## src/rtl/rpa_pkg.sv

```systemverilog
`timescale 1ns / 1ps
// ----------------------------------------------------------------------------
// rpa_pkg
// Shared types and codes for the reference-counted page allocator.
// ----------------------------------------------------------------------------
package rpa_pkg;

  // operation codes
  localparam logic [1:0] FN_ALLOC = 2'd0;
  localparam logic [1:0] FN_FREE  = 2'd1;
  localparam logic [1:0] FN_SHARE = 2'd2;
  localparam logic [1:0] FN_INIT  = 2'd3;

  // result status codes
  localparam logic [2:0] ST_ALLOCATED = 3'd0;
  localparam logic [2:0] ST_RETURNED  = 3'd1;
  localparam logic [2:0] ST_SHARED    = 3'd2;
  localparam logic [2:0] ST_NO_MEM    = 3'd3;
  localparam logic [2:0] ST_BAD_ADDR  = 3'd4;
  localparam logic [2:0] ST_CNT_ERR   = 3'd5;
  localparam logic [2:0] ST_INIT_DONE = 3'd6;

  // configuration register indexes
  localparam logic REG_BASE = 1'b0;
  localparam logic REG_TOP  = 1'b1;

  localparam int BASE_W = 20;
  localparam int TOP_W  = 21;
  localparam int CFG_W  = 21;
  // page-number arithmetic width: holds a page of a 32-bit address at the
  // smallest page size and base plus pool size at the largest pool
  localparam int PG_W   = 27;

  localparam logic [BASE_W-1:0] BASE_RST = 20'd524288;
  localparam logic [TOP_W-1:0]  TOP_RST  = 21'd557056;

  typedef struct packed {
    logic [1:0]  func;
    logic [31:0] address;
  } req_t;

  typedef struct packed {
    logic [31:0] page_address;
    logic [2:0]  status;
  } res_t;

  // controller to datapath
  typedef struct packed {
    logic capture;
    logic exec;
    logic sweep;
  } cmd_t;

  // datapath to controller
  typedef struct packed {
    logic sweep_last;
  } sts_t;

endpackage

```

## src/rtl/rpa_ctrl.sv

```systemverilog
`timescale 1ns / 1ps
// ----------------------------------------------------------------------------
// rpa_ctrl
// Sequencer: takes a request, runs the execute state or the init sweep.
// ----------------------------------------------------------------------------
module rpa_ctrl (
  input  logic          clk,
  input  logic          rst_n,
  input  logic          start,
  input  logic [1:0]    in_func,
  input  rpa_pkg::sts_t sts,
  output rpa_pkg::cmd_t cmd,
  output logic          busy
);

  localparam logic [1:0] S_IDLE  = 2'd0;
  localparam logic [1:0] S_EXEC  = 2'd1;
  localparam logic [1:0] S_SWEEP = 2'd2;

  logic [1:0] state_r;
  logic [1:0] state_nxt;

  always_comb begin
    state_nxt   = state_r;
    cmd.capture = 1'b0;
    cmd.exec    = 1'b0;
    cmd.sweep   = 1'b0;
    case (state_r)
      S_IDLE: begin
        if (start) begin
          cmd.capture = 1'b1;
          if (in_func == rpa_pkg::FN_INIT) begin
            state_nxt = S_SWEEP;
          end else begin
            state_nxt = S_EXEC;
          end
        end
      end
      S_EXEC: begin
        cmd.exec  = 1'b1;
        state_nxt = S_IDLE;
      end
      S_SWEEP: begin
        cmd.sweep = 1'b1;
        if (sts.sweep_last) begin
          state_nxt = S_IDLE;
        end
      end
      default: begin
        state_nxt = S_IDLE;
      end
    endcase
  end

  always_ff @(posedge clk) begin
    if (!rst_n) begin
      state_r <= S_IDLE;
    end else begin
      state_r <= state_nxt;
    end
  end

  assign busy = (state_r != S_IDLE);

  // an execute cycle always follows a non-init request directly
  a_exec_follows: assert property (@(posedge clk) disable iff (!rst_n)
    cmd.capture && in_func != rpa_pkg::FN_INIT |=> cmd.exec)
    else $error("execute cycle did not follow request");

  a_one_cmd: assert property (@(posedge clk) disable iff (!rst_n)
    $onehot0({cmd.capture, cmd.exec, cmd.sweep}))
    else $error("conflicting datapath commands");

  a_sweep_busy: assert property (@(posedge clk) disable iff (!rst_n)
    cmd.sweep && !sts.sweep_last |=> cmd.sweep && busy)
    else $error("init sweep ended early");

endmodule

```

## config.mk

```make
export PLATFORM = sky130hd
export DESIGN_NAME = rpa_ctrl
export DESIGN_NICKNAME = d
export VERILOG_FILES = /design/src/rtl/rpa_pkg.sv /design/src/rtl/rpa_ctrl.sv
export SDC_FILE = /design/constraint.sdc
export NUM_CORES = 1
export LEC_CHECK = 0
export BUFFER_PORTS_ARGS = -buffer_cell sky130_fd_sc_hd__buf_4
export CORE_AREA = 2 2 39 41
export DETAILED_ROUTE_END_ITERATION = 8
export DIE_AREA = 0 0 41 43
export PLACE_DENSITY = 0.37
export SETUP_SLACK_MARGIN = 0.15
export SLEW_MARGIN = 20
export SYNTH_ARGS = -nofsm -noshare
export SYNTH_HDL_FRONTEND = slang
export SYNTH_SLANG_ARGS = --single-unit
```

## constraint.sdc

```tcl
create_clock -name clk -period 1.8 [get_ports clk]
set_input_delay 0.09 -clock clk [delete_from_list [all_inputs] [get_ports clk]]
set_output_delay 0.09 -clock clk [all_outputs]
set_load 0.02 [all_outputs]
```

**Word-level counts from Yosys, hierarchy flattened**

Cells that the tools add are included.

- Equal/unequal tests: 5
- Muxes and demuxes: 8
- Reduce and logical (&&, ||, !) cells: 3

Operators by type and width:

| kind | count |
|---|---|
| 2-to-1 mux 2 bit | 3 |
| == test 2 bit (second input constant) | 2 |
| 2-to-1 mux 1 bit | 4 |
| inequality test 2 bit (second input constant) | 2 |
| one-hot mux 2 bit (2 select lines) | 1 |
| == test 2 x 1 -> 1 bit (second input constant) | 1 |
| zero test 2 bit | 1 |
| AND reduction 2 bit | 1 |
| nonzero test 2 bit | 1 |

- Flip-flop bits (word level): 2
- Bits of input ports: 6
- Output and inout bits: 4
- Logic and storage cells: 17

**Longest topological paths before layout**

Gate-level depths: netlist (run 1).

- Word-level depth: 4
- Gate-level depth with buffers: 2
- Gate-level depth less buffers: 2

**Worst setup path after synthesis (run 1)**

No wires, ideal clock.

- Kind: reg-to-reg
- From: register state_r[0]
- To: register state_r[0]
- Setup time: 61 ps
- Arrival: 887 ps
- Required time: 1739 ps
- Setup slack: 852 ps
- Stages on the path, launching flop included: 3
- Buffers on the path: 0
- Clock period less this slack: 948 ps
- Cells stage by stage: dfxtp_1 nor3b_2 and3_1

- Longest elaborated chain between the ends: 3
- Elaborated cells on any way between the ends: 6
- Those cells by class: eq/ne: 3; mux: 1; reduce/logical: 2

RTL lines:

| what | line | text |
|---|---|---|
| start, declared | rpa_ctrl.sv:20 | `logic [1:0] state_r;` |
| start signal, assigned | rpa_ctrl.sv:59 | `state_r <= state_nxt;` |
| == test 2 bit or zero test 2 bit (tied branches) | rpa_ctrl.sv:28 | `case (state_r)` |
| inequality test 2 bit (no line) | - |  |
| AND reduction 2 bit (no line) | - |  |

Several ways; a longest one is shown, not always the timed one.
A chain may end at the register's enable or synchronous reset.

**Worst setup path in the final report (run 1)**

- From: register state_r[1]
- To: output port busy

- Longest elaborated chain between the ends: 1

RTL lines:

| what | line | text |
|---|---|---|
| nonzero test 2 bit | rpa_ctrl.sv:63 | `assign busy = (state_r != S_IDLE);` |
| end, declared | rpa_ctrl.sv:13 | `output logic busy` |

Every way passes these cells.

==> results of run 1 <==
==> where the power goes <==
part           internal [uW]  switching [uW]
clock network           73.5            25.1
logic                   20.4            15.2
registers               46.8            2.73
total                    141            43.0
==> metal layers <==
metal / track usage / vias to the layer above / part of all wire
li1: - / 65 / -
met1: 0.0643 / 53 / 0.49
met2: 0.0531 / 10 / 0.36
met3: 0.00524 / 0 / 0.16
met4: 0.0800 / 0 / 0
met5: 0 / - / 0
==> path summary, 6_finish.rpt <==
check	from	slack, ns	end
worst max register to register	state_r[1]$_SDFFE_PN0P_	1.00	state_r[0]$_SDFFE_PN0P_
worst min register to register	state_r[1]$_SDFFE_PN0P_	0.55	state_r[1]$_SDFFE_PN0P_
worst min-delay path	rst_n	0.11	state_r[0]$_SDFFE_PN0P_
worst max-delay path	state_r[1]$_SDFFE_PN0P_	0.70	busy
==> worst max-delay path: stages (launching register included) <==
cell and delay, ns:
dfxtp_1 0.35, or2_2 0.28, buf_4 0.16
==> layout by cell type (no fill, tap or decap) <==
cell,instances
a21oi_1,1
and2b_2,1
and3_1,1
buf_4,9
clkbuf_4,3
dfxtp_1,2
nand2_1,1
nand2b_1,2
nand4b_1,1
nor2b_1,1
nor3b_2,1
or2_2,1
==> through the flow <==
stage                     utilization  cell area, um2  hold slack, ns  worst slack (ns)  std cells
final                           0.159             220           0.115             0.701         40
after floorplan                     -             110           0.219             0.852         12
after detailed placement        0.143             198           0.337             0.932         37
after global placement          0.143             198           0.329             0.941         37
after CTS                       0.159             220           0.105             0.685         40
after global routing            0.159             220           0.119             0.638         40
==> cells by family after synthesis <==
kind of cell | after synthesis | share of synthesized area
DFF | 2 | 0.364
AOI/OAI and AO/OA | 1 | 0.0454
and+or+nand+nor | 9 | 0.591
==> cell type report <==
type	count	share of cell area
multi-input combinational	10	0.318
timing repair buffer	9	0.307
sequential	2	0.182
clock buffer	3	0.102
tap	16	0.0909
==> results.sh, run 1 <==
export IMPL_status="completed"
export IMPL_ys_warn_count=0
export IMPL_arrival_ns=1.01
export IMPL_htree_levels=1
export IMPL_largest_register="state_r"
export IMPL_drv_slew=0
export IMPL_finalWirelength_um=354
export IMPL_ys_ff_latch=2
export IMPL_die_x_um=41
export IMPL_start_util=0.0796
export IMPL_grt_start_max_net_pins=7
export IMPL_final_nets=32
export IMPL_ctsResizeCount=0
export IMPL_via_per_inst=3.20
export IMPL_multi_input_area_um2=70.1
export IMPL_postCtsSetupRepairBufs=0
export IMPL_drt_pass1_iter_count=3
export IMPL_gr_total_overflow=0
export IMPL_cts_buffer_depth=2
export IMPL_gpl_final_weighted_congestion=0.552
export IMPL_synth_seq_area_share=0.364
export IMPL_cts_tree="built"
export IMPL_synth_edf_count=0
export IMPL_cts_sinks=2
export IMPL_p_leak_uw=0.000109
export IMPL_io_pins=10
export IMPL_design_core_area_um2=1380
export IMPL_path_class="reg -> out"
export IMPL_fp_row_count=14
export IMPL_largestRegisters="state_r (2)"
export IMPL_tightest_slew_ns=0.195
export IMPL_endpoint_kind="primary output"
export IMPL_num_vias=128
export IMPL_period_needed_ns=1.10
export IMPL_setup_viol=0
export IMPL_fin_tns_setup_ns=0
export IMPL_syn_area_um2=110
export IMPL_ctsHoldBuffers=0
export IMPL_drt_first_iter_violations=1
export IMPL_yosysTopAreaCell="dfxtp_1"
export IMPL_relSlewSlack=0.870
export IMPL_worstPathRequired_ns=1.71
export IMPL_n_fill_cell=162
export IMPL_hold_class="in -> reg"
export IMPL_avgSynthCellArea_um2=9.18
export IMPL_numCtsBuffers=3
export IMPL_reg2reg_depth=2
export IMPL_synth_fp_nets=18
export IMPL_drc=0
export IMPL_ant_nets=0
export IMPL_area_growth_pct=100
export IMPL_antenna_found_initial=0
export IMPL_ys_flop_type="dfxtp_1"
export IMPL_largest_reg_flops=2
export IMPL_period_share=0.611
export IMPL_fin_skew_ns=0.00250
export IMPL_grt_pass1_vias=140
export IMPL_power_total_uw=184
export IMPL_clk_pin_slew_ns=0.03
export IMPL_synth_common_cells="dfxtp_1 (2), nand2b_1 (2)"
export IMPL_finalHoldViolCount=0
export IMPL_die_y_um=43
export IMPL_ys_top_cells_by_area="dfxtp_1 (36%), nand2b_1 (11%), nor3b_2 (11%)"
export IMPL_async_flop_share=0
export IMPL_min_path_cells=2
export IMPL_power_density_nw_per_um2=835
export IMPL_syn_inst=12
export IMPL_wl_per_cell_um=8.85
export IMPL_drv_cap=0
export IMPL_grt_setup_unrepaired="false"
export IMPL_grt_pass1_wl_um=538
export IMPL_fmax_mhz=910
export IMPL_path_max_fanout=6
export IMPL_peakVddDrop_uv=323
export IMPL_drive_above_1_share=0.625
export IMPL_yosys_cell_types_count=10
export IMPL_dieArea_um2=1760
export IMPL_antennaDiodeCount=0
export IMPL_clock_root_buffer="clkbuf_4"
export IMPL_track_usage=0.0502
export IMPL_synth_top_area_share=0.364
export IMPL_port_buffers=9
export IMPL_cp_start_kind="flip-flop"
export IMPL_regArea_um2=40.0
export IMPL_clk_latency_ns=0.22
No activity file was read; power rests on OpenSTA's default activity.
==> run 2: changes to the inputs <==
- clock period: 1.8 -> 1 ns (I/O delays scaled with it)
==> run 2 against run 1 <==
Against the previous run:
- total power up 91%
- sequential power is 77% higher
- critical path depth is the same
- final area rose by 22%
- global-route usage increased by 0.39 points
- hold slack got worse by 0.031 ns
- clock power rose by 81%
==> results.sh, run 2 (synthesized netlist as in run 1, its figures left out) <==
export IMPL_status="completed"
export IMPL_drt_pass1_iter_count=3
export IMPL_r2r_end="state_r[0]$_SDFFE_PN0P_"
export IMPL_clk_pin_slew_ns=0.03
export IMPL_relSlewSlack=0.879
export IMPL_hold_class="in -> reg"
export IMPL_reg2reg_depth=3
export IMPL_largest_reg_flops=2
export IMPL_min_to="state_r[1]$_SDFFE_PN0P_"
export IMPL_holdCritStartpoint="sts"
export IMPL_design_core_area_um2=1380
export IMPL_regArea_um2=47.5
export IMPL_drv_cap=0
export IMPL_cts_buffer_depth=2
export IMPL_via_per_inst=3.50
export IMPL_arrival_ns=0.95
export IMPL_period_share=0.998
export IMPL_drc=0
export IMPL_num_vias=147
export IMPL_cp_slowest_cell="dfxtp_4"
export IMPL_clk_latency_ns=0.22
export IMPL_whs_ns=0.0841
export IMPL_p_leak_uw=0.000123
export IMPL_antenna_found_initial=0
export IMPL_cts_tree="built"
export IMPL_min_path_cells=3
export IMPL_grt_pass1_vias=149
export IMPL_grt_pass1_wl_um=558
export IMPL_pre_cts_slack_ns=0.158
export IMPL_die_x_um=41
export IMPL_tightest_slew_ns=0.182
export IMPL_largest_register="state_r"
export IMPL_dieArea_um2=1760
export IMPL_fin_skew_ns=0.00154
export IMPL_largestRegisters="state_r (2)"
export IMPL_port_buffers=9
export IMPL_drive_above_1_share=0.769
export IMPL_regToRegStartpoint="state_r[0]$_SDFFE_PN0P_"
export IMPL_grt_setup_unrepaired="true"
export IMPL_period_needed_ns=0.998
export IMPL_numCtsBuffers=3
export IMPL_gr_total_overflow=0
export IMPL_die_y_um=43
export IMPL_grt_start_max_net_pins=7
export IMPL_cp_start_kind="flip-flop"
export IMPL_finalHoldViolCount=0
export IMPL_htree_levels=1
export IMPL_mostFrequentLayoutCells="buf_4 (8), clkbuf_4 (3), buf_6 (3)"
export IMPL_cts_sinks=2
export IMPL_post_route_util=0.193
export IMPL_path_class="reg -> out"
export IMPL_wl_per_cell_um=8.50
export IMPL_clock_root_buffer="clkbuf_4"
export IMPL_final_nets=34
export IMPL_start_util=0.0796
export IMPL_power_density_nw_per_um2=1310
export IMPL_track_usage=0.0541
export IMPL_io_pins=10
export IMPL_setup_viol=0
export IMPL_fin_ws_ns=0.00202
export IMPL_peakVddDrop_uv=451
export IMPL_ant_nets=0
export IMPL_worstPathRequired_ns=0.95
export IMPL_gpl_final_weighted_congestion=0.560
export IMPL_drt_first_iter_violations=4
export IMPL_drv_slew=0
export IMPL_n_fill_cell=165
export IMPL_multi_input_area_um2=83.8
export IMPL_fp_row_count=14
export IMPL_path_max_fanout=5
export IMPL_r2r_slack_ns=0.08
export IMPL_slowest_delay_ns=0.35
export IMPL_final_common_cell="buf_4"
export IMPL_endpoint_kind="primary output"
export IMPL_fmax_mhz=1000
export IMPL_finalWirelength_um=357
export IMPL_area_growth_pct=143
export IMPL_crit_chain="or2_4 > buf_6"
export IMPL_antennaDiodeCount=0
[run 2: worst max-delay path by stage]
stage | slack [ns] | startpoint | depth (start not counted) | to
3_5_place_dp | 0.16 | state_r[0]$_SDFFE_PN0P_ | 2 | busy
4_1_cts | -0.005 | state_r[1]$_SDFFE_PN0P_ | 2 | busy
6_report | 0.002 | state_r[1]$_SDFFE_PN0P_ | 2 | busy
2_1_floorplan | 0.12 | state_r[1]$_SDFFE_PN0P_ | 2 | state_r[0]$_SDFFE_PN0P_
3_3_place_gp | 0.16 | state_r[0]$_SDFFE_PN0P_ | 2 | busy
5_1_grt | -0.04 | state_r[0]$_SDFFE_PN0P_ | 2 | cmd[2]
[run 2: area by class of cell]
cell class / count / area share
Clock buffer: 3 / 0.0841
Multi-Input combinational cell: 10 / 0.313
Sequential cell: 2 / 0.178
Timing Repair Buffer: 11 / 0.350
Tap cell: 16 / 0.0748
[run 2: worst max-delay path, delay by kind of cell, from the launching register on]
kind          cells  cell delay (ns)
buf+inv           1             0.13
flops             1             0.35
simple gates      1             0.25
[run 2: repair_timing]
action                     CTS  global route
pin swaps                    2             1
gates cloned                 0             0
gates resized for setup      7             1
hold buffers                 0             0
buffers inserted             1             1
setup endpoints to repair    4             5
[run 2: power breakdown]
part           total [uW]  leakage [uW]  switching (uW)  internal, uW
registers            87.7     0.0000178            5.81          81.9
clock network         178     0.0000138            45.9           132
logic                85.3     0.0000909            31.6          53.7
[run 2: per-layer routing]
metal	vias to the layer above	global-route usage	routed length, um
li1	69	-	-
met2	12	0.0625	138
met5	-	0	0
met1	64	0.0605	165
met3	2	0.0157	37
met4	0	0.0800	14
[run 2: metrics by stage]
step                      instances  power [uW]  setup TNS [ns]  instance area (um2)
after floorplan                  12         124               0                  118
after global placement           37         158               0                  205
after detailed placement         37         160               0                  205
after CTS                        41         362        -0.00868                  258
after global routing             42         372         -0.0671                  268
final                            42         351               0                  268
==> run 3: changes to the inputs <==
- ABC_AREA: default -> 1
- PLACE_DENSITY: 0.37 -> 0.38
==> run 3 against run 2 <==
Against the previous run:
- register-to-register slack improved by 0.18 ns
- via count down 4.1%
- clock-buffer cell count stayed put
- critical path depth grew 2
- die area stayed put
- hold slack got worse by 0.018 ns
==> results.sh, run 3 <==
export IMPL_drv_slew=0
export IMPL_crit_start="state_r[1]$_SDFFE_PN0P_"
export IMPL_clock_root_buffer="clkbuf_4"
export IMPL_reg2reg_depth=5
export IMPL_async_flop_share=0
export IMPL_p_seq_frac=0.259
export IMPL_postCtsSetupRepairBufs=0
export IMPL_regToRegStartpoint="state_r[0]$_SDFFE_PN0P_"
export IMPL_yosys_cell_count_top_type="nand2_1"
export IMPL_cts_buffer_depth=2
export IMPL_cts_tree="built"
export IMPL_syn_inst=19
export IMPL_drv_cap=0
export IMPL_synth_seq_area_share=0.360
export IMPL_relSlewSlack=0.943
export IMPL_peakVddDrop_uv=387
export IMPL_r2r_end="state_r[1]$_SDFFE_PN0P_"
export IMPL_avgSynthCellArea_um2=5.86
export IMPL_largest_reg_flops=2
export IMPL_place_area_um2=199
export IMPL_ys_top_cells_by_area="dfxtp_1 (36%), nand2_1 (20%), nor2_1 (13%)"
export IMPL_drt_first_iter_violations=3
export IMPL_final_common_cell="buf_4"
export IMPL_period_share=0.921
export IMPL_gpl_final_weighted_congestion=0.596
export IMPL_die_y_um=43
export IMPL_io_pins=10
export IMPL_endpoint_kind="primary output"
export IMPL_synth_fp_nets=25
export IMPL_r2r_slack_ns=0.26
export IMPL_drc=0
export IMPL_n_fill_cell=163
export IMPL_tightest_slew_ns=0.0849
export IMPL_largestRegisters="state_r (2)"
export IMPL_cts_sinks=2
export IMPL_synth_top_area_share=0.360
export IMPL_largest_register="state_r"
export IMPL_port_buffers=9
export IMPL_hpwl_um=230
export IMPL_area_growth_pct=108
export IMPL_holdCritStartpoint="rst_n"
export IMPL_yosys_cell_types_count=7
export IMPL_syn_area_um2=111
export IMPL_gr_total_overflow=0
export IMPL_design_core_area_um2=1380
export IMPL_drt_pass1_iter_count=4
export IMPL_drive_above_1_share=0.581
export IMPL_period_needed_ns=0.921
export IMPL_final_nets=39
export IMPL_finalHoldViolCount=0
export IMPL_power_total_uw=339
export IMPL_fmax_mhz=1090
export IMPL_antennaDiodeCount=0
export IMPL_pwr_share_comb=0.218
export IMPL_setup_viol=0
export IMPL_ys_warn_count=0
export IMPL_ctsHoldBuffers=0
export IMPL_p_sw_frac=0.247
export IMPL_htree_levels=1
export IMPL_fin_area_um2=231
export IMPL_path_class="reg -> out"
export IMPL_mostFrequentLayoutCells="buf_4 (7), nand2_1 (6), nor2_1 (4)"
export IMPL_power_share_clock=0.524
export IMPL_grt_pass1_vias=124
export IMPL_intPower_uw=255
export IMPL_fp_row_count=14
export IMPL_fin_tns_setup_ns=0
export IMPL_track_usage=0.0521
export IMPL_synth_edf_count=0
export IMPL_crit_end="cmd[2]"
export IMPL_yosysTopAreaCell="dfxtp_1"
export IMPL_p_leak_uw=0.000133
export IMPL_clk_latency_ns=0.22
export IMPL_p_sw_uw=83.8
export IMPL_grt_pass1_wl_um=476
export IMPL_hold_class="in -> reg"
export IMPL_ant_nets=0
export IMPL_regArea_um2=42.5
export IMPL_dieArea_um2=1760
export IMPL_ys_flop_type="dfxtp_1"
export IMPL_clk_pin_slew_ns=0.03
export IMPL_status="completed"
export IMPL_power_density_nw_per_um2=1460
export IMPL_worstPathRequired_ns=0.95
export IMPL_fin_skew_ns=0.00130
export IMPL_path_max_fanout=3
export IMPL_num_vias=141
export IMPL_start_util=0.0805
export IMPL_arrival_ns=0.87
export IMPL_synth_common_cells="nand2_1 (6), nor2_1 (4), inv_2 (3), dfxtp_1 (2), inv_1 (2)"
export IMPL_multi_input_area_um2=52.6
export IMPL_antenna_found_initial=0
export IMPL_ys_ff_latch=2
export IMPL_finalWirelength_um=297
export IMPL_cp_start_kind="flip-flop"
export IMPL_wl_per_cell_um=6.32
export IMPL_die_x_um=41
export IMPL_grt_start_max_net_pins=5
export IMPL_via_per_inst=3.00
export IMPL_numCtsBuffers=3
export IMPL_grt_setup_unrepaired="true"
## run 3: cell type report
| cell class | count | area share |
|---|---|---|
| well taps | 16 | 0.0865 |
| flip-flops and latches | 2 | 0.184 |
| multi-input cells | 12 | 0.227 |
| inverters | 5 | 0.0811 |
| repair buffers | 9 | 0.324 |
| clock buffers | 3 | 0.0973 |
## run 3: critical path, stage by stage, from the launching register on
cell and delay (ns):
dfxtp_2 0.32, inv_2 0.06, nand3_2 0.09, inv_2 0.07
buf_6 0.11
## run 3: how the worst min path moves through the flow
| stage | end | slack [ns] | cells past startpoint |
|---|---|---|---|
| floorplan | state_r[1]$_SDFFE_PN0P_ | 0.17 | 2 |
| global placement | state_r[0]$_SDFFE_PN0P_ | 0.30 | 3 |
| detailed placement | state_r[0]$_SDFFE_PN0P_ | 0.30 | 3 |
| CTS | state_r[1]$_SDFFE_PN0P_ | 0.05 | 3 |
| global route | state_r[1]$_SDFFE_PN0P_ | 0.05 | 3 |
| finish | state_r[1]$_SDFFE_PN0P_ | 0.07 | 3 |
## run 3: power by group through the flow
| stage | Clock (uW) | Sequential [uW] | Combinational [uW] |
|---|---|---|---|
| 6_report | 177 | 87.5 | 73.7 |
| 2_1_floorplan | 0 | 87.4 | 34.8 |
| 3_3_place_gp | 0 | 88.1 | 68.9 |
| 4_1_cts | 192 | 87.6 | 74.3 |
| 5_1_grt | 208 | 87.8 | 80.7 |
| 3_5_place_dp | 0 | 87.9 | 68.6 |
## run 3: metrics by stage
step	hold slack (ns)	util	setup WS (ns)	std cells
4_1_cts	0.0550	0.167	0.0619	47
2_1_floorplan	0.171	-	0.264	19
3_3_place_gp	0.297	0.144	0.245	44
3_5_place_dp	0.295	0.144	0.244	44
6_report	0.0663	0.167	0.0787	47
5_1_grt	0.0543	0.167	0.0184	47
## run 3: cell families (layout without fill, tap and decap cells)
family | Yosys count | count (layout) | share of synthesized area
DFF | 2 | 2 | 0.360
buffers and inverters | 5 | 17 | 0.169
and+or+nand+nor | 12 | 12 | 0.472
## run 3: routing by layer
layer  vias to the layer above  wire (um)  global-route usage
met5                         -          0                   0
met4                         0          0              0.0600
met3                         0         59              0.0785
met2                         8         95              0.0406
met1                        53        142              0.0479
li1                         80          -                   -
## run 3: timing repair
item,CTS,global route
setup endpoints to repair,4,4
hold endpoints to repair,0,0
pin swaps,2,2
gates resized for setup,4,0
